`src/hdl/assert_macros.svh`:
```
// Assertion macros shared by the rotation-to-quaternion RTL.
`ifndef ASSERT_MACROS_SVH
`define ASSERT_MACROS_SVH
`ifndef SYNTHESIS
`define RMQ_ASSERT(lbl, clk, rstn, prop) \
	lbl: assert property (@(posedge clk) disable iff (!rstn) prop) \
	else $error("rmq assertion failed");
`define RMQ_ASSERT_NR(lbl, clk, prop) \
	lbl: assert property (@(posedge clk) prop) else $error("rmq assertion failed");
`else
`define RMQ_ASSERT(lbl, clk, rstn, prop)
`define RMQ_ASSERT_NR(lbl, clk, prop)
`endif
`endif

```
`src/hdl/rmq_pkg.sv`:
```
// Shared constants and stage types for the rotation-to-quaternion pipeline.
package rmq_pkg;
	localparam int DATA_WIDTH = 16;
	localparam int FRAC_BITS  = 14;
	localparam int MAG_W      = DATA_WIDTH + 1;
	// The root argument is positive and below 2^(DATA_WIDTH+1), scaled by 2^FRAC_BITS.
	localparam int ROOT_W     = (DATA_WIDTH + FRAC_BITS + 2) / 2;
	localparam int RAD_W      = 2 * ROOT_W;
	localparam int REM_S_W    = ROOT_W + 2;
	localparam int NUM_W      = MAG_W + FRAC_BITS + 1;
	localparam int DEN_W      = ROOT_W + 1;
	localparam int SQ_CELLS   = RAD_W / 2;
	localparam int DIV_CELLS  = NUM_W;
	localparam int LANES      = 3;

	typedef enum logic [1:0] {SEL_W, SEL_X, SEL_Y, SEL_Z} sel_t;

	typedef struct packed {
		logic                          bad;
		sel_t                          sel;
		logic [LANES-1:0]              neg;
		logic [LANES-1:0][MAG_W-1:0]   mag;
	} side_t;

	typedef struct packed {
		logic [RAD_W-1:0]   rad;
		logic [REM_S_W-1:0] rem;
		logic [ROOT_W-1:0]  root;
		side_t              side;
	} sqrt_st_t;

	typedef struct packed {
		logic [ROOT_W-1:0]             root;
		logic [LANES-1:0][NUM_W-1:0]   num;
		logic [LANES-1:0][DEN_W-1:0]   rem;
		logic [LANES-1:0][NUM_W-1:0]   quo;
		side_t                         side;
	} div_st_t;
endpackage

```
`src/hdl/rmq_sqrt_cell.sv`:
```
// One cell of the square root chain: resolves one root bit from two radicand bits.
module rmq_sqrt_cell import rmq_pkg::*; (
	input  logic     clk,
	input  logic     arst_n,
	input  logic     en,
	input  logic     vld_i,
	input  sqrt_st_t d_i,
	output logic     vld_o,
	output sqrt_st_t d_o
);
	logic [REM_S_W+1:0] acc;
	logic [REM_S_W+1:0] trial;
	sqrt_st_t           nxt;

	// Restoring square root step.
	always_comb begin
		nxt   = d_i;
		acc   = {d_i.rem, d_i.rad[RAD_W-1 -: 2]};
		trial = {2'b00, d_i.root, 2'b01};
		nxt.rad = {d_i.rad[RAD_W-3:0], 2'b00};
		if (acc >= trial) begin
			nxt.rem  = REM_S_W'(acc - trial);
			nxt.root = {d_i.root[ROOT_W-2:0], 1'b1};
		end else begin
			nxt.rem  = REM_S_W'(acc);
			nxt.root = {d_i.root[ROOT_W-2:0], 1'b0};
		end
	end

	// Stage register.
	always_ff @(posedge clk or negedge arst_n) begin
		if (!arst_n) begin
			vld_o <= 1'b0;
		end else if (en) begin
			vld_o <= vld_i;
		end
	end

	always_ff @(posedge clk) begin
		if (en) begin
			d_o <= nxt;
		end
	end
endmodule

```
`config.mk`:
```
export PLATFORM = sky130hd
export DESIGN_NAME = rmq_sqrt_cell
export DESIGN_NICKNAME = d
export VERILOG_FILES = /design/src/hdl/assert_macros.svh /design/src/hdl/rmq_pkg.sv /design/src/hdl/rmq_sqrt_cell.sv
export SDC_FILE = /design/constraint.sdc
export NUM_CORES = 1
export LEC_CHECK = 0
export BUFFER_PORTS_ARGS = -buffer_cell sky130_fd_sc_hd__buf_2
export CAP_MARGIN = 30
export CORE_MARGIN = 4
export CORE_UTILIZATION = 25
export CTS_CLUSTER_SIZE = 12
export DETAILED_ROUTE_END_ITERATION = 8
export HOLD_SLACK_MARGIN = 0.05
export PLACE_DENSITY = 0.59
export SYNTH_ARGS = -nofsm -noshare
export SYNTH_HDL_FRONTEND = slang
export SYNTH_SLANG_ARGS = --single-unit
```
`constraint.sdc`:
```
create_clock -name clk -period 1.4 [get_ports clk]
set_clock_uncertainty 0.15 [all_clocks]
set_input_delay 0.21 -clock clk [delete_from_list [all_inputs] [get_ports clk]]
set_output_delay 0.21 -clock clk [all_outputs]
set_load 0.005 [all_outputs]
```
Word-level counts from Yosys, hierarchy flattened
Cells that the tools add are included.
W data, S select, Z words.

storage, ports and cells
  register bits = 122
  input bits = 127
  output and inout bits = 124
  logic and storage cells = 13

operators by class
  $add $sub $neg = 1
  magnitude comparators = 1
  mux-type cells = 1

operator list
  operator          count
  $mux W34          1
  $ge A20 B18 Y1    1
  $sub A18 B18 Y18  1

Logic depth before layout (Yosys ltp)
  depth in word-level cells = 2
  mapped depth = 11
  mapped depth without buffers = 9

Least setup slack after synthesis
OpenSTA, ideal clock, no wires.

  kind = input-to-reg
  start = input port d_i[64] (netlist name)
  end = register d_o[83] (netlist name), data pin
  library setup time = 0.260 ns
  data arrival time = 1.929 ns
  required time = 0.990 ns
  slack = -0.938 ns
  cell stages on the path = 11
  path buffers = 2
  cells stage by stage = inv_1 > ha_1 > buf_2 > nand2_1 > nor2_1 > nand3_1 > nor2_1 > o21ai_2 > o211ai_4 > buf_6 > mux2_2

RTL lines
  what                  line                 source
  start, declared       rmq_sqrt_cell.sv:7   input sqrt_st_t d_i,
  end signal, assigned  rmq_sqrt_cell.sv:41  d_o <= nxt;
  end, declared         rmq_sqrt_cell.sv:9   output sqrt_st_t d_o

==> impl_metrics.toml <==
[status]
status = "finished, violations left"
violations = "negative setup slack"

[clock_tree]
cts-root-buf = "clkbuf_16"
clk_latency_ns = 0.41
cts_tree = "built"
clk_path_buf_depth = 2
cts_max_level = 4
clock-sinks = 122
cts_made_buffers = 17
clk_pin_slew_ns = 0.06

[worst_setup_path]
timing.rr.start = "vld_o"
cp.arrival_ns = 1.91
rrSetupSlack_ns = 0.49
crit_path_start = "d_i[66]"
cp.required_ns = 1.42
cp_max_fo = 4
endpoint_kind = "flop"
r2r_cells = 1
path_class = "primary input to flop"
start_kind = "primary input"
reg2reg_to = "vld_o"

[floorplanning]
start_util_pct = 25.8
die_area_sq_mm = 0.0218
die_width_um = 148
fp-row-count = 50
die_h_um = 148
core_sq_mm = 0.0190
ios = 251

[layout]
final_common_cell = "buf_2"
nets = 878
antenna_cells = 0
area_delta_synth_final_pct = 88.4
final_util_pct = 48.6
final_cell_mix = "buf_2, edfxtp_1, dlygate4sd3_1"
layout-drive-gt1-share_pct = 55.0
fillCellCount = 1629

[logic_synthesis]
synth_cell_types = 44
syn_area_sq_mm = 0.00489
netlist_instances = 289
yosys.area_share.adder_pct = 4.61
synth_compound_area_share_pct = 6.68
synthMuxAreaShare_pct = 4.30
synth_seq_cells = 122
synth_xor_area_share_pct = 2.51
yosys_warnings = 0
synth_top_family_by_area = "compound AO/OA/AOI/OAI gates"
syn_area_per_cell_sq_um = 16.9
yosys.area_share.simple_pct = 4.58
yosysSeqAreaShare_pct = 74.9

[drt]
first_pass_iters = 4
wirelength_um = 17700
drt-initial-drc-count = 141
antenna_left = 0
vias = 4231
routed_via_density = 4.21
wl_per_cell_um = 17.5
route.detailed.drc = 0

[placed_design]
port_buffers = 248
dpl.hpwl_um = 12300
gp_congestion = 0.831
dp_slack_ns = -0.981

[grt]
grt_pass1_vias = 4584
antenna_found_initial = 2
grt_max_degree = 55
grt_overflow = 0
grt_util_all_layers_pct = 15.9
grt_pass1_wl_um = 26500

[pwr]
ir_drop_v = 0.000708
power.leakage_nw = 3.97
powerDensity_mw_per_mm2 = 1230
finalPower_mw = 11.3

[timing]
final_max_slew_viol_count = 0
final-hold-violation-count = 0
finalSetupViolations = 19
tns_ns = -7.76
fin_crit_ns = 1.90
holdWs_ns = 0.105
fin_ws_ns = -0.495
tightestPinTransition_ns = 0.548
rsz0062_at_grt = "yes"
slew_headroom_pct = 63.1
fin_crit_sh_pct = 135
fmax_ghz = 0.528

[hold_path]
holdPathEnd = "d_o[71]"
whs_path_depth = 2
worst_hold_path_type = "primary input to flop"
min_from = "en"

[job]
maxCapViolCount = 0
-- registers in the layout, indices dropped and copies added (netlist names) --
register / flops
vld_o: 1
d_o: 121
-- cell families after synthesis --
kind of cell,after synthesis
flops,122
xor+xnor,14
buf+inv,26
simple gates,46
mux,19
other cells,1
fa+ha+maj,18
compound gates,43
-- power breakdown --
group	switching [mW]	total [mW]	leakage, nW	internal [mW]
sequential	0.104	4.52	1.20	4.41
clock	1.74	4.77	0.310	3.03
combinational	0.847	1.99	2.46	1.14
-- worst max path at each step --
stage | end | slack (ns) | cells past startpoint
2_1_floorplan | d_o[83] | -0.79 | 9
3_3_place_gp | d_o[86] | -0.93 | 10
3_5_place_dp | d_o[90] | -0.98 | 10
4_1_cts | d_o[90] | -0.48 | 9
5_1_grt | d_o[90] | -0.59 | 9
6_report | d_o[90] | -0.50 | 9
-- cell usage after synthesis (all sizes together) --
library cell  count  area share (%)
o21a              6            0.92
o211ai            2            0.59
nand4             2            0.26
or4               1            0.15
nand3             5            0.51
o21ai             6             1.0
buf               5            0.74
inv              20             1.5
a31oi             3            0.38
nand3b            1            0.15
edfxtp          121              74
dfrtp             1            0.51
a211oi            3            0.46
a211o             1            0.18
xnor2            10             1.8
nand2            12            0.92
a21o              2            0.31
xor2              4            0.72
conb              1           0.077
a21oi            15             1.5
mux2i             3            0.61
mux2             16             3.7
nor3              6            0.61
clkbuf            1           0.077
nor2             11            0.85
o31a              1            0.18
and3              1            0.13
ha               18             4.6
nand2b            3            0.38
nor4b             1            0.18
nor2b             2            0.31
o2111ai           1            0.18
a221oi            1            0.18
nor4              1            0.13
a2111oi           1            0.20
a41oi             1            0.56
-- cell type report --
| type | instances | area, sq um | area share (%) |
|---|---|---|---|
| tap | 260 | 325 | 3.53 |
| clock inverter | 14 | 211 | 2.30 |
| timing repair buffer | 430 | 3020 | 32.8 |
| multi-input combinational | 142 | 1470 | 16.0 |
| sequential | 122 | 3660 | 39.7 |
| inverter | 20 | 87.6 | 0.952 |
| clock buffer | 18 | 429 | 4.66 |
-- critical path, cell delays in order --
cell and delay, ns:
buf_2 0.10, inv_1 0.11, ha_4 0.23, buf_4 0.13, o21ai_0 0.44, nor2_4 0.13
nor4b_2 0.23, nor4_1 0.08, mux2_2 0.26
-- through the flow --
| stage | std cells | area, sq um |
|---|---|---|
| 6_report | 1006 | 9200 |
| 5_1_grt | 1006 | 9200 |
| 4_1_cts | 1006 | 9150 |
| 3_5_place_dp | 848 | 7170 |
| 3_3_place_gp | 848 | 7170 |
| 2_1_floorplan | 290 | 5180 |
-- repair_timing --
| action | CTS | global route |
|---|---|---|
| hold endpoints to repair | 119 | 0 |
| buffers inserted | 6 | 0 |
| gates resized for setup | 23 | 11 |
| hold buffers | 120 | 0 |
| pin swaps | 12 | 3 |
| cloned | 0 | 0 |
| setup endpoints to repair | 19 | 19 |
-- metal layers --
| metal | vias to the layer above | share of wire, % | track usage [%] |
|---|---|---|---|
| met1 | 2020 | 38 | 17.1 |
| met3 | 33 | 6.9 | 4.81 |
| met4 | 4 | 2.9 | 6.94 |
| li1 | 1993 | - | - |
| met2 | 181 | 52 | 28.9 |
| met5 | - | 0.16 | 0 |
(Power assumes the default switching activity.)
