==> src/hdl/assert_macros.svh <==
// Assertion macros shared by the rotation-to-quaternion RTL.
`ifndef ASSERT_MACROS_SVH
`define ASSERT_MACROS_SVH
`ifndef SYNTHESIS
`define RMQ_ASSERT(lbl, clk, rstn, prop) \
	lbl: assert property (@(posedge clk) disable iff (!rstn) prop) \
	else $error("rmq assertion failed");
`define RMQ_ASSERT_NR(lbl, clk, prop) \
	lbl: assert property (@(posedge clk) prop) else $error("rmq assertion failed");
`else
`define RMQ_ASSERT(lbl, clk, rstn, prop)
`define RMQ_ASSERT_NR(lbl, clk, prop)
`endif
`endif

==> src/hdl/rmq_pkg.sv <==
// Shared constants and stage types for the rotation-to-quaternion pipeline.
package rmq_pkg;
	localparam int DATA_WIDTH = 16;
	localparam int FRAC_BITS  = 14;
	localparam int MAG_W      = DATA_WIDTH + 1;
	// The root argument is positive and below 2^(DATA_WIDTH+1), scaled by 2^FRAC_BITS.
	localparam int ROOT_W     = (DATA_WIDTH + FRAC_BITS + 2) / 2;
	localparam int RAD_W      = 2 * ROOT_W;
	localparam int REM_S_W    = ROOT_W + 2;
	localparam int NUM_W      = MAG_W + FRAC_BITS + 1;
	localparam int DEN_W      = ROOT_W + 1;
	localparam int SQ_CELLS   = RAD_W / 2;
	localparam int DIV_CELLS  = NUM_W;
	localparam int LANES      = 3;

	typedef enum logic [1:0] {SEL_W, SEL_X, SEL_Y, SEL_Z} sel_t;

	typedef struct packed {
		logic                          bad;
		sel_t                          sel;
		logic [LANES-1:0]              neg;
		logic [LANES-1:0][MAG_W-1:0]   mag;
	} side_t;

	typedef struct packed {
		logic [RAD_W-1:0]   rad;
		logic [REM_S_W-1:0] rem;
		logic [ROOT_W-1:0]  root;
		side_t              side;
	} sqrt_st_t;

	typedef struct packed {
		logic [ROOT_W-1:0]             root;
		logic [LANES-1:0][NUM_W-1:0]   num;
		logic [LANES-1:0][DEN_W-1:0]   rem;
		logic [LANES-1:0][NUM_W-1:0]   quo;
		side_t                         side;
	} div_st_t;
endpackage

==> src/hdl/rmq_div_cell.sv <==
// One cell of the divider chain: one quotient bit for each of three lanes.
module rmq_div_cell import rmq_pkg::*; (
	input  logic    clk,
	input  logic    arst_n,
	input  logic    en,
	input  logic    vld_i,
	input  div_st_t d_i,
	output logic    vld_o,
	output div_st_t d_o
);
	logic [DEN_W-1:0] den;
	logic [DEN_W:0]   acc;
	div_st_t          nxt;

	// Restoring division step per lane against twice the root.
	always_comb begin
		nxt = d_i;
		den = {d_i.root, 1'b0};
		acc = '0;
		for (int k = 0; k < LANES; k++) begin
			acc        = {d_i.rem[k], d_i.num[k][NUM_W-1]};
			nxt.num[k] = {d_i.num[k][NUM_W-2:0], 1'b0};
			if (acc >= {1'b0, den}) begin
				nxt.rem[k] = DEN_W'(acc - {1'b0, den});
				nxt.quo[k] = {d_i.quo[k][NUM_W-2:0], 1'b1};
			end else begin
				nxt.rem[k] = DEN_W'(acc);
				nxt.quo[k] = {d_i.quo[k][NUM_W-2:0], 1'b0};
			end
		end
	end

	// Stage register.
	always_ff @(posedge clk or negedge arst_n) begin
		if (!arst_n) begin
			vld_o <= 1'b0;
		end else if (en) begin
			vld_o <= vld_i;
		end
	end

	always_ff @(posedge clk) begin
		if (en) begin
			d_o <= nxt;
		end
	end
endmodule

==> config.mk <==
export PLATFORM = sky130hd
export DESIGN_NAME = rmq_div_cell
export DESIGN_NICKNAME = d
export VERILOG_FILES = /design/src/hdl/assert_macros.svh /design/src/hdl/rmq_pkg.sv /design/src/hdl/rmq_div_cell.sv
export SDC_FILE = /design/constraint.sdc
export NUM_CORES = 1
export LEC_CHECK = 0
export ABC_AREA = 1
export BUFFER_PORTS_ARGS = -buffer_cell sky130_fd_sc_hd__clkbuf_2
export CORE_AREA = 2 2 246 248
export DETAILED_ROUTE_END_ITERATION = 6
export DIE_AREA = 0 0 248 250
export GPL_ROUTABILITY_DRIVEN = 0
export GPL_TIMING_DRIVEN = 0
export PLACE_DENSITY = 0.54
export SLEW_MARGIN = 20
export SYNTH_ARGS = -nofsm -noshare
export SYNTH_HDL_FRONTEND = slang
export SYNTH_SLANG_ARGS = --single-unit
==> constraint.sdc <==
create_clock -name clk -period 0.8 [get_ports clk]
set_input_delay 0.08 -clock clk [delete_from_list [all_inputs] [get_ports clk]]
set_output_delay 0.08 -clock clk [all_outputs]
set_load 0.1 [all_outputs]
======== Yosys cells after proc, flatten, opt, wreduce, memory -nomap -nowiden ========
Index checks and enable logic that the tools add are counted.
word-level totals
  input port bits ......................... 320
  bits in registers ....................... 314
operators by class
  multiplexer cells ....................... 6
  $lt $le $gt $ge ......................... 3
  add/subtract/negate cells ............... 3
operators by type and width
  kind                                                            count
  18-bit by 17-bit greater-or-equal comparator with 1-bit output  3
  17-bit two-way mux                                              3
  17-bit subtractor                                               3
  1-bit two-way mux                                               3

======== Depth between registers and ports, before layout ========
  word-level depth ........................ 2
  mapped depth ............................ 14

======== Worst setup path after synthesis ========
Ideal clock, no wire load.
  path type ............................... input-to-reg
  start ................................... input port d_i[312] (netlist bit)
  end ..................................... register d_o[192] (netlist bit), data pin
  arrival time ............................ 1.380 ns
  library setup time ...................... 0.252 ns
  setup slack ............................. -0.832 ns
  buffers on the path ..................... 1
  required time ........................... 0.548 ns
  stages .................................. 12
  cell sequence ........................... inv_1 -> ha_1 -> nand2_1 -> inv_2 -> nand2_1 -> nand2_1 -> and3_1 -> nor2_4 -> nand2_4 -> buf_12 -> nand2_4 -> nand2_2
RTL lines
  item                    RTL line            RTL
  start: declaration      rmq_div_cell.sv:7   input div_st_t d_i,
  end signal: assignment  rmq_div_cell.sv:44  d_o <= nxt;
  end: declaration        rmq_div_cell.sv:9   output div_st_t d_o

==> impl_summary.txt <==
----------------------------------------------------
[Final layout]
  Synthesis-to-finish area growth ... 94.1%
  Count of filler cells inserted in the layout ... 5432
  Number of nets in the final layout ... 2534
  Layout cells sized above 1 ... 41.9%
  Final core utilization ... 44.4%

[Timing]
  Ratio of final minimum period to clock period ... 186%
  Pin slew with the least headroom to its limit ... 0.546 ns
  Top achievable clock speed ... 673 MHz
  Hold Fails Final Rpt ... 0
  Worst clock skew on the final layout ... 0 ns
  Max Slew Vio Count ... 0
  Max_slew headroom ... 63.6%
  Min Tclk post-route ... 1.49 ns
  Worst Setup Slack, final ... -0.685 ns
  Unrepaired setup endpoints after global routing ... yes
  Final setup fails ... 366
  Total negative slack ... -168.84 ns

[Placement]
  Buffers added on ports ... 630
  Worst setup slack before clock tree synthesis ... -1.66 ns
  Dpl hpwl ... 52.2 mm

[Drt]
  DR WL/cell ... 23.5 um
  DR DRC count ... 0
  Post-DR vias/cell ... 4.20
  Via count of the routed design ... 12500
  Post-detailed-route count of antenna-violating nets ... 0
  First-pass DRT Iterations ... 5
  Iter 0 DRT Violations ... 811
  Detailed Route WL ... 70.1 mm

[Synthesis]
  Flops & latches, synth ... 314
  Mean instance size in the synthesized netlist ... 12.0 um2
  Synth warn ... 0
  Mapped Area ... 0.0136 mm2
  Post-synth cell types ... 34
  Fraction of the yosys area taken by sequential cells ... 69.2%
  Cells after Synth ... 1133

[Setup path]
  Critical path launch point ... d_i[305]
  Destination of the critical timing path ... d_o[192]
  Worst R2R Path Depth ... 1
  Critical register-to-register path startpoint ... vld_o
  Path type of the worst setup path ... primary input to flip-flop
  Cell type group with the largest total delay on the critical path ... buffers and inverters
  Worst-path maximum fanout ... 5
  Critical Path Sink Type ... flip-flop
  Critical path buffers and inverters ... 6
  CP max stage delay ... 0.24 ns
  Slowest stage cell on the critical path ... sky130_fd_sc_hd__ha_4
  Data required time of the worst path ... 1.10 ns
  Critical Path Most Common Cell ... sky130_fd_sc_hd__buf_12
  Worst setup SP type ... primary input
  Crit path cell chain ... buf_8, clkinvlp_4, buf_12, ha_4, nand2_4, buf_12, nor2_4, nand3_2, o21ai_2, nor2_4, nand2_8, buf_12, buf_12, nand2_4, nand2_2
  Arrival time at the worst endpoint ... 1.78 ns
  Destination of the worst register-to-register timing path ... vld_o
  Stages on worst setup path ... 15
  FF-to-FF setup slack ... -0.06 ns

[Die]
  Die W ... 248 um
  # rows ... 90
  Floorplan die area ... 0.0620 mm2
  Core footprint ... 0.0596 mm2
  Height of the die ... 250 um
  Initial Util ... 22.9%
  Count of pins on the block boundary ... 637

[Clock tree]
  Maximum level of the CTS H-tree ... 2
  Latest clock arrival within the worst-skew pair ... 0.54 ns
  Total clock sinks ... 314
  Post-CTS clock slew at the launch and capture registers of the worst setup and hold paths ... 0.06 ns
  Maximum buffer depth of the clock tree ... 3
  Clock tree from TritonCTS ... built
  Inserted Clock Buffers ... 39
  Clk root buf ... sky130_fd_sc_hd__clkbuf_16

[Run status]
  Result of the run ... finished with violations
  Violated checks ... negative setup slack

[Power and ir drop]
  Largest vdd supply drop ... 1.99 mV
  PwrDens ... 2290 mW/mm2
  Leakage ... 0.0118 uW

[Global route]
  Number of antenna violations at the first check in global routing ... 24
  Largest net degree at the start of global routing ... 72
  Via count of the first global-routing pass ... 13000
  First-pass GRT wire length ... 94.7 mm
  Total global-route track usage ... 21.8%
  Total congestion overflow after global routing ... 0

[Job]
  Number of max-capacitance violations reported ... 0

[Worst hold path]
  Path type of the worst min-delay path ... primary input to flip-flop

----------------------------------------------------
-- synthesized netlist by cell type, drive strengths merged --
master	n	share of area [%]
a21oi	27	1.0
and2	4	0.18
and3	2	0.092
buf	15	0.86
conb	1	0.028
dfrtp	1	0.18
edfxtp	313	69
fa	3	0.44
ha	48	4.4
inv	171	4.7
mux2	1	0.083
nand2	372	11
nand3	82	3.3
nand4	14	0.64
nor2	44	1.6
nor3	6	0.26
nor4	2	0.25
o21ai	3	0.19
or2	3	0.14
xnor2	9	0.58
xor2	12	0.77
-- timing repair --
item	CTS	global route
resized for setup	704	119
hold buffers	313	0
pin swaps	19	13
setup endpoints to repair	366	442
endpoints found under the hold margin	312	0
cloned	2	0
buffers inserted	29	11
-- per-stage QoR --
| step | total power [uW] | area, um2 | std cells | hold slack, ns |
|---|---|---|---|---|
| after floorplan | 34100 | 14000 | 1135 | -0.216 |
| after CTS | 60800 | 26100 | 2959 | 0.0809 |
| after global routing | 62700 | 26400 | 2977 | 0.111 |
| final | 60600 | 26400 | 2981 | 0.105 |
| after global placement | 38500 | 18100 | 2547 | -0.142 |
| after detailed placement | 38400 | 18200 | 2551 | -0.138 |
-- cells by family after synthesis --
kind of cell,count (synthesis),synth area share [%]
XOR/XNOR,21,1.35
adder cells (fa/ha/maj),51,4.85
AO/OA/AOI/OAI,30,1.21
flip-flops,314,69.2
AND/OR/NAND/NOR,529,17.7
other,1,0.0275
multiplexers,1,0.0827
buffers and inverters,186,5.58
-- worst min-delay path by stage --
| stage | from | to | slack [ns] | depth (start not counted) |
|---|---|---|---|---|
| floorplan | arst_n | vld_o | -0.22 | 0 |
| finish | en | d_o[197] | 0.10 | 1 |
| CTS | en | d_o[197] | 0.08 | 1 |
| detailed placement | arst_n | vld_o | -0.14 | 1 |
| global route | en | d_o[197] | 0.11 | 1 |
| global placement | arst_n | vld_o | -0.14 | 1 |
-- state kept, by name, summed over array words and instances, names as in the netlist --
signal / flops
d_o: 313
vld_o: 1
-- cell usage in the layout (no fill, tap or decap), types with 6 or more instances in the layout --
master                          instances
sky130_fd_sc_hd__edfxtp_1             313
sky130_fd_sc_hd__clkbuf_2             309
sky130_fd_sc_hd__xnor2_1                9
sky130_fd_sc_hd__inv_4                  9
sky130_fd_sc_hd__buf_4                 31
sky130_fd_sc_hd__ha_2                   6
sky130_fd_sc_hd__nand3_1               59
sky130_fd_sc_hd__clkbuf_16             44
sky130_fd_sc_hd__a21oi_1               22
sky130_fd_sc_hd__buf_8                 79
sky130_fd_sc_hd__nor2_4                11
sky130_fd_sc_hd__ha_4                  30
sky130_fd_sc_hd__dlygate4sd3_1        313
sky130_fd_sc_hd__inv_2                  8
sky130_fd_sc_hd__diode_2               13
sky130_fd_sc_hd__nand2_1              315
sky130_fd_sc_hd__clkbuf_8             238
sky130_fd_sc_hd__nand4_1               14
sky130_fd_sc_hd__ha_1                  12
sky130_fd_sc_hd__clkbuf_1               6
sky130_fd_sc_hd__nand3_2               21
sky130_fd_sc_hd__nand2_4               15
sky130_fd_sc_hd__inv_1                147
sky130_fd_sc_hd__nor2_1                28
sky130_fd_sc_hd__nand2_2               38
sky130_fd_sc_hd__xor2_1                12
sky130_fd_sc_hd__buf_6                 13
-- routing by layer --
layer,track usage [%],wire length (um),vias to the layer above
li1,-,-,5868
met1,24.3,26300,5990
met2,36.0,33100,518
met3,8.27,6730,135
met4,10.9,3950,14
met5,0,98,-
-- power breakdown --
part | internal [uW] | switching (uW)
Combinational | 6660 | 15600
Sequential | 19900 | 761
Clock | 10400 | 7230
-- area by class of cell --
type | instances | area, um2 | share of cell area [%]
Antenna cell | 13 | 32.5 | 0.123
Buffer | 15 | 166 | 0.629
Clock buffer | 46 | 1020 | 3.87
Clock inverter | 18 | 220 | 0.833
Inverter | 171 | 713 | 2.70
Multi-Input combinational cell | 635 | 4150 | 15.7
Sequential cell | 314 | 9430 | 35.7
Tap cell | 782 | 978 | 3.70
Timing Repair Buffer | 987 | 9730 | 36.8
No activity file was read; power rests on OpenSTA's default activity.
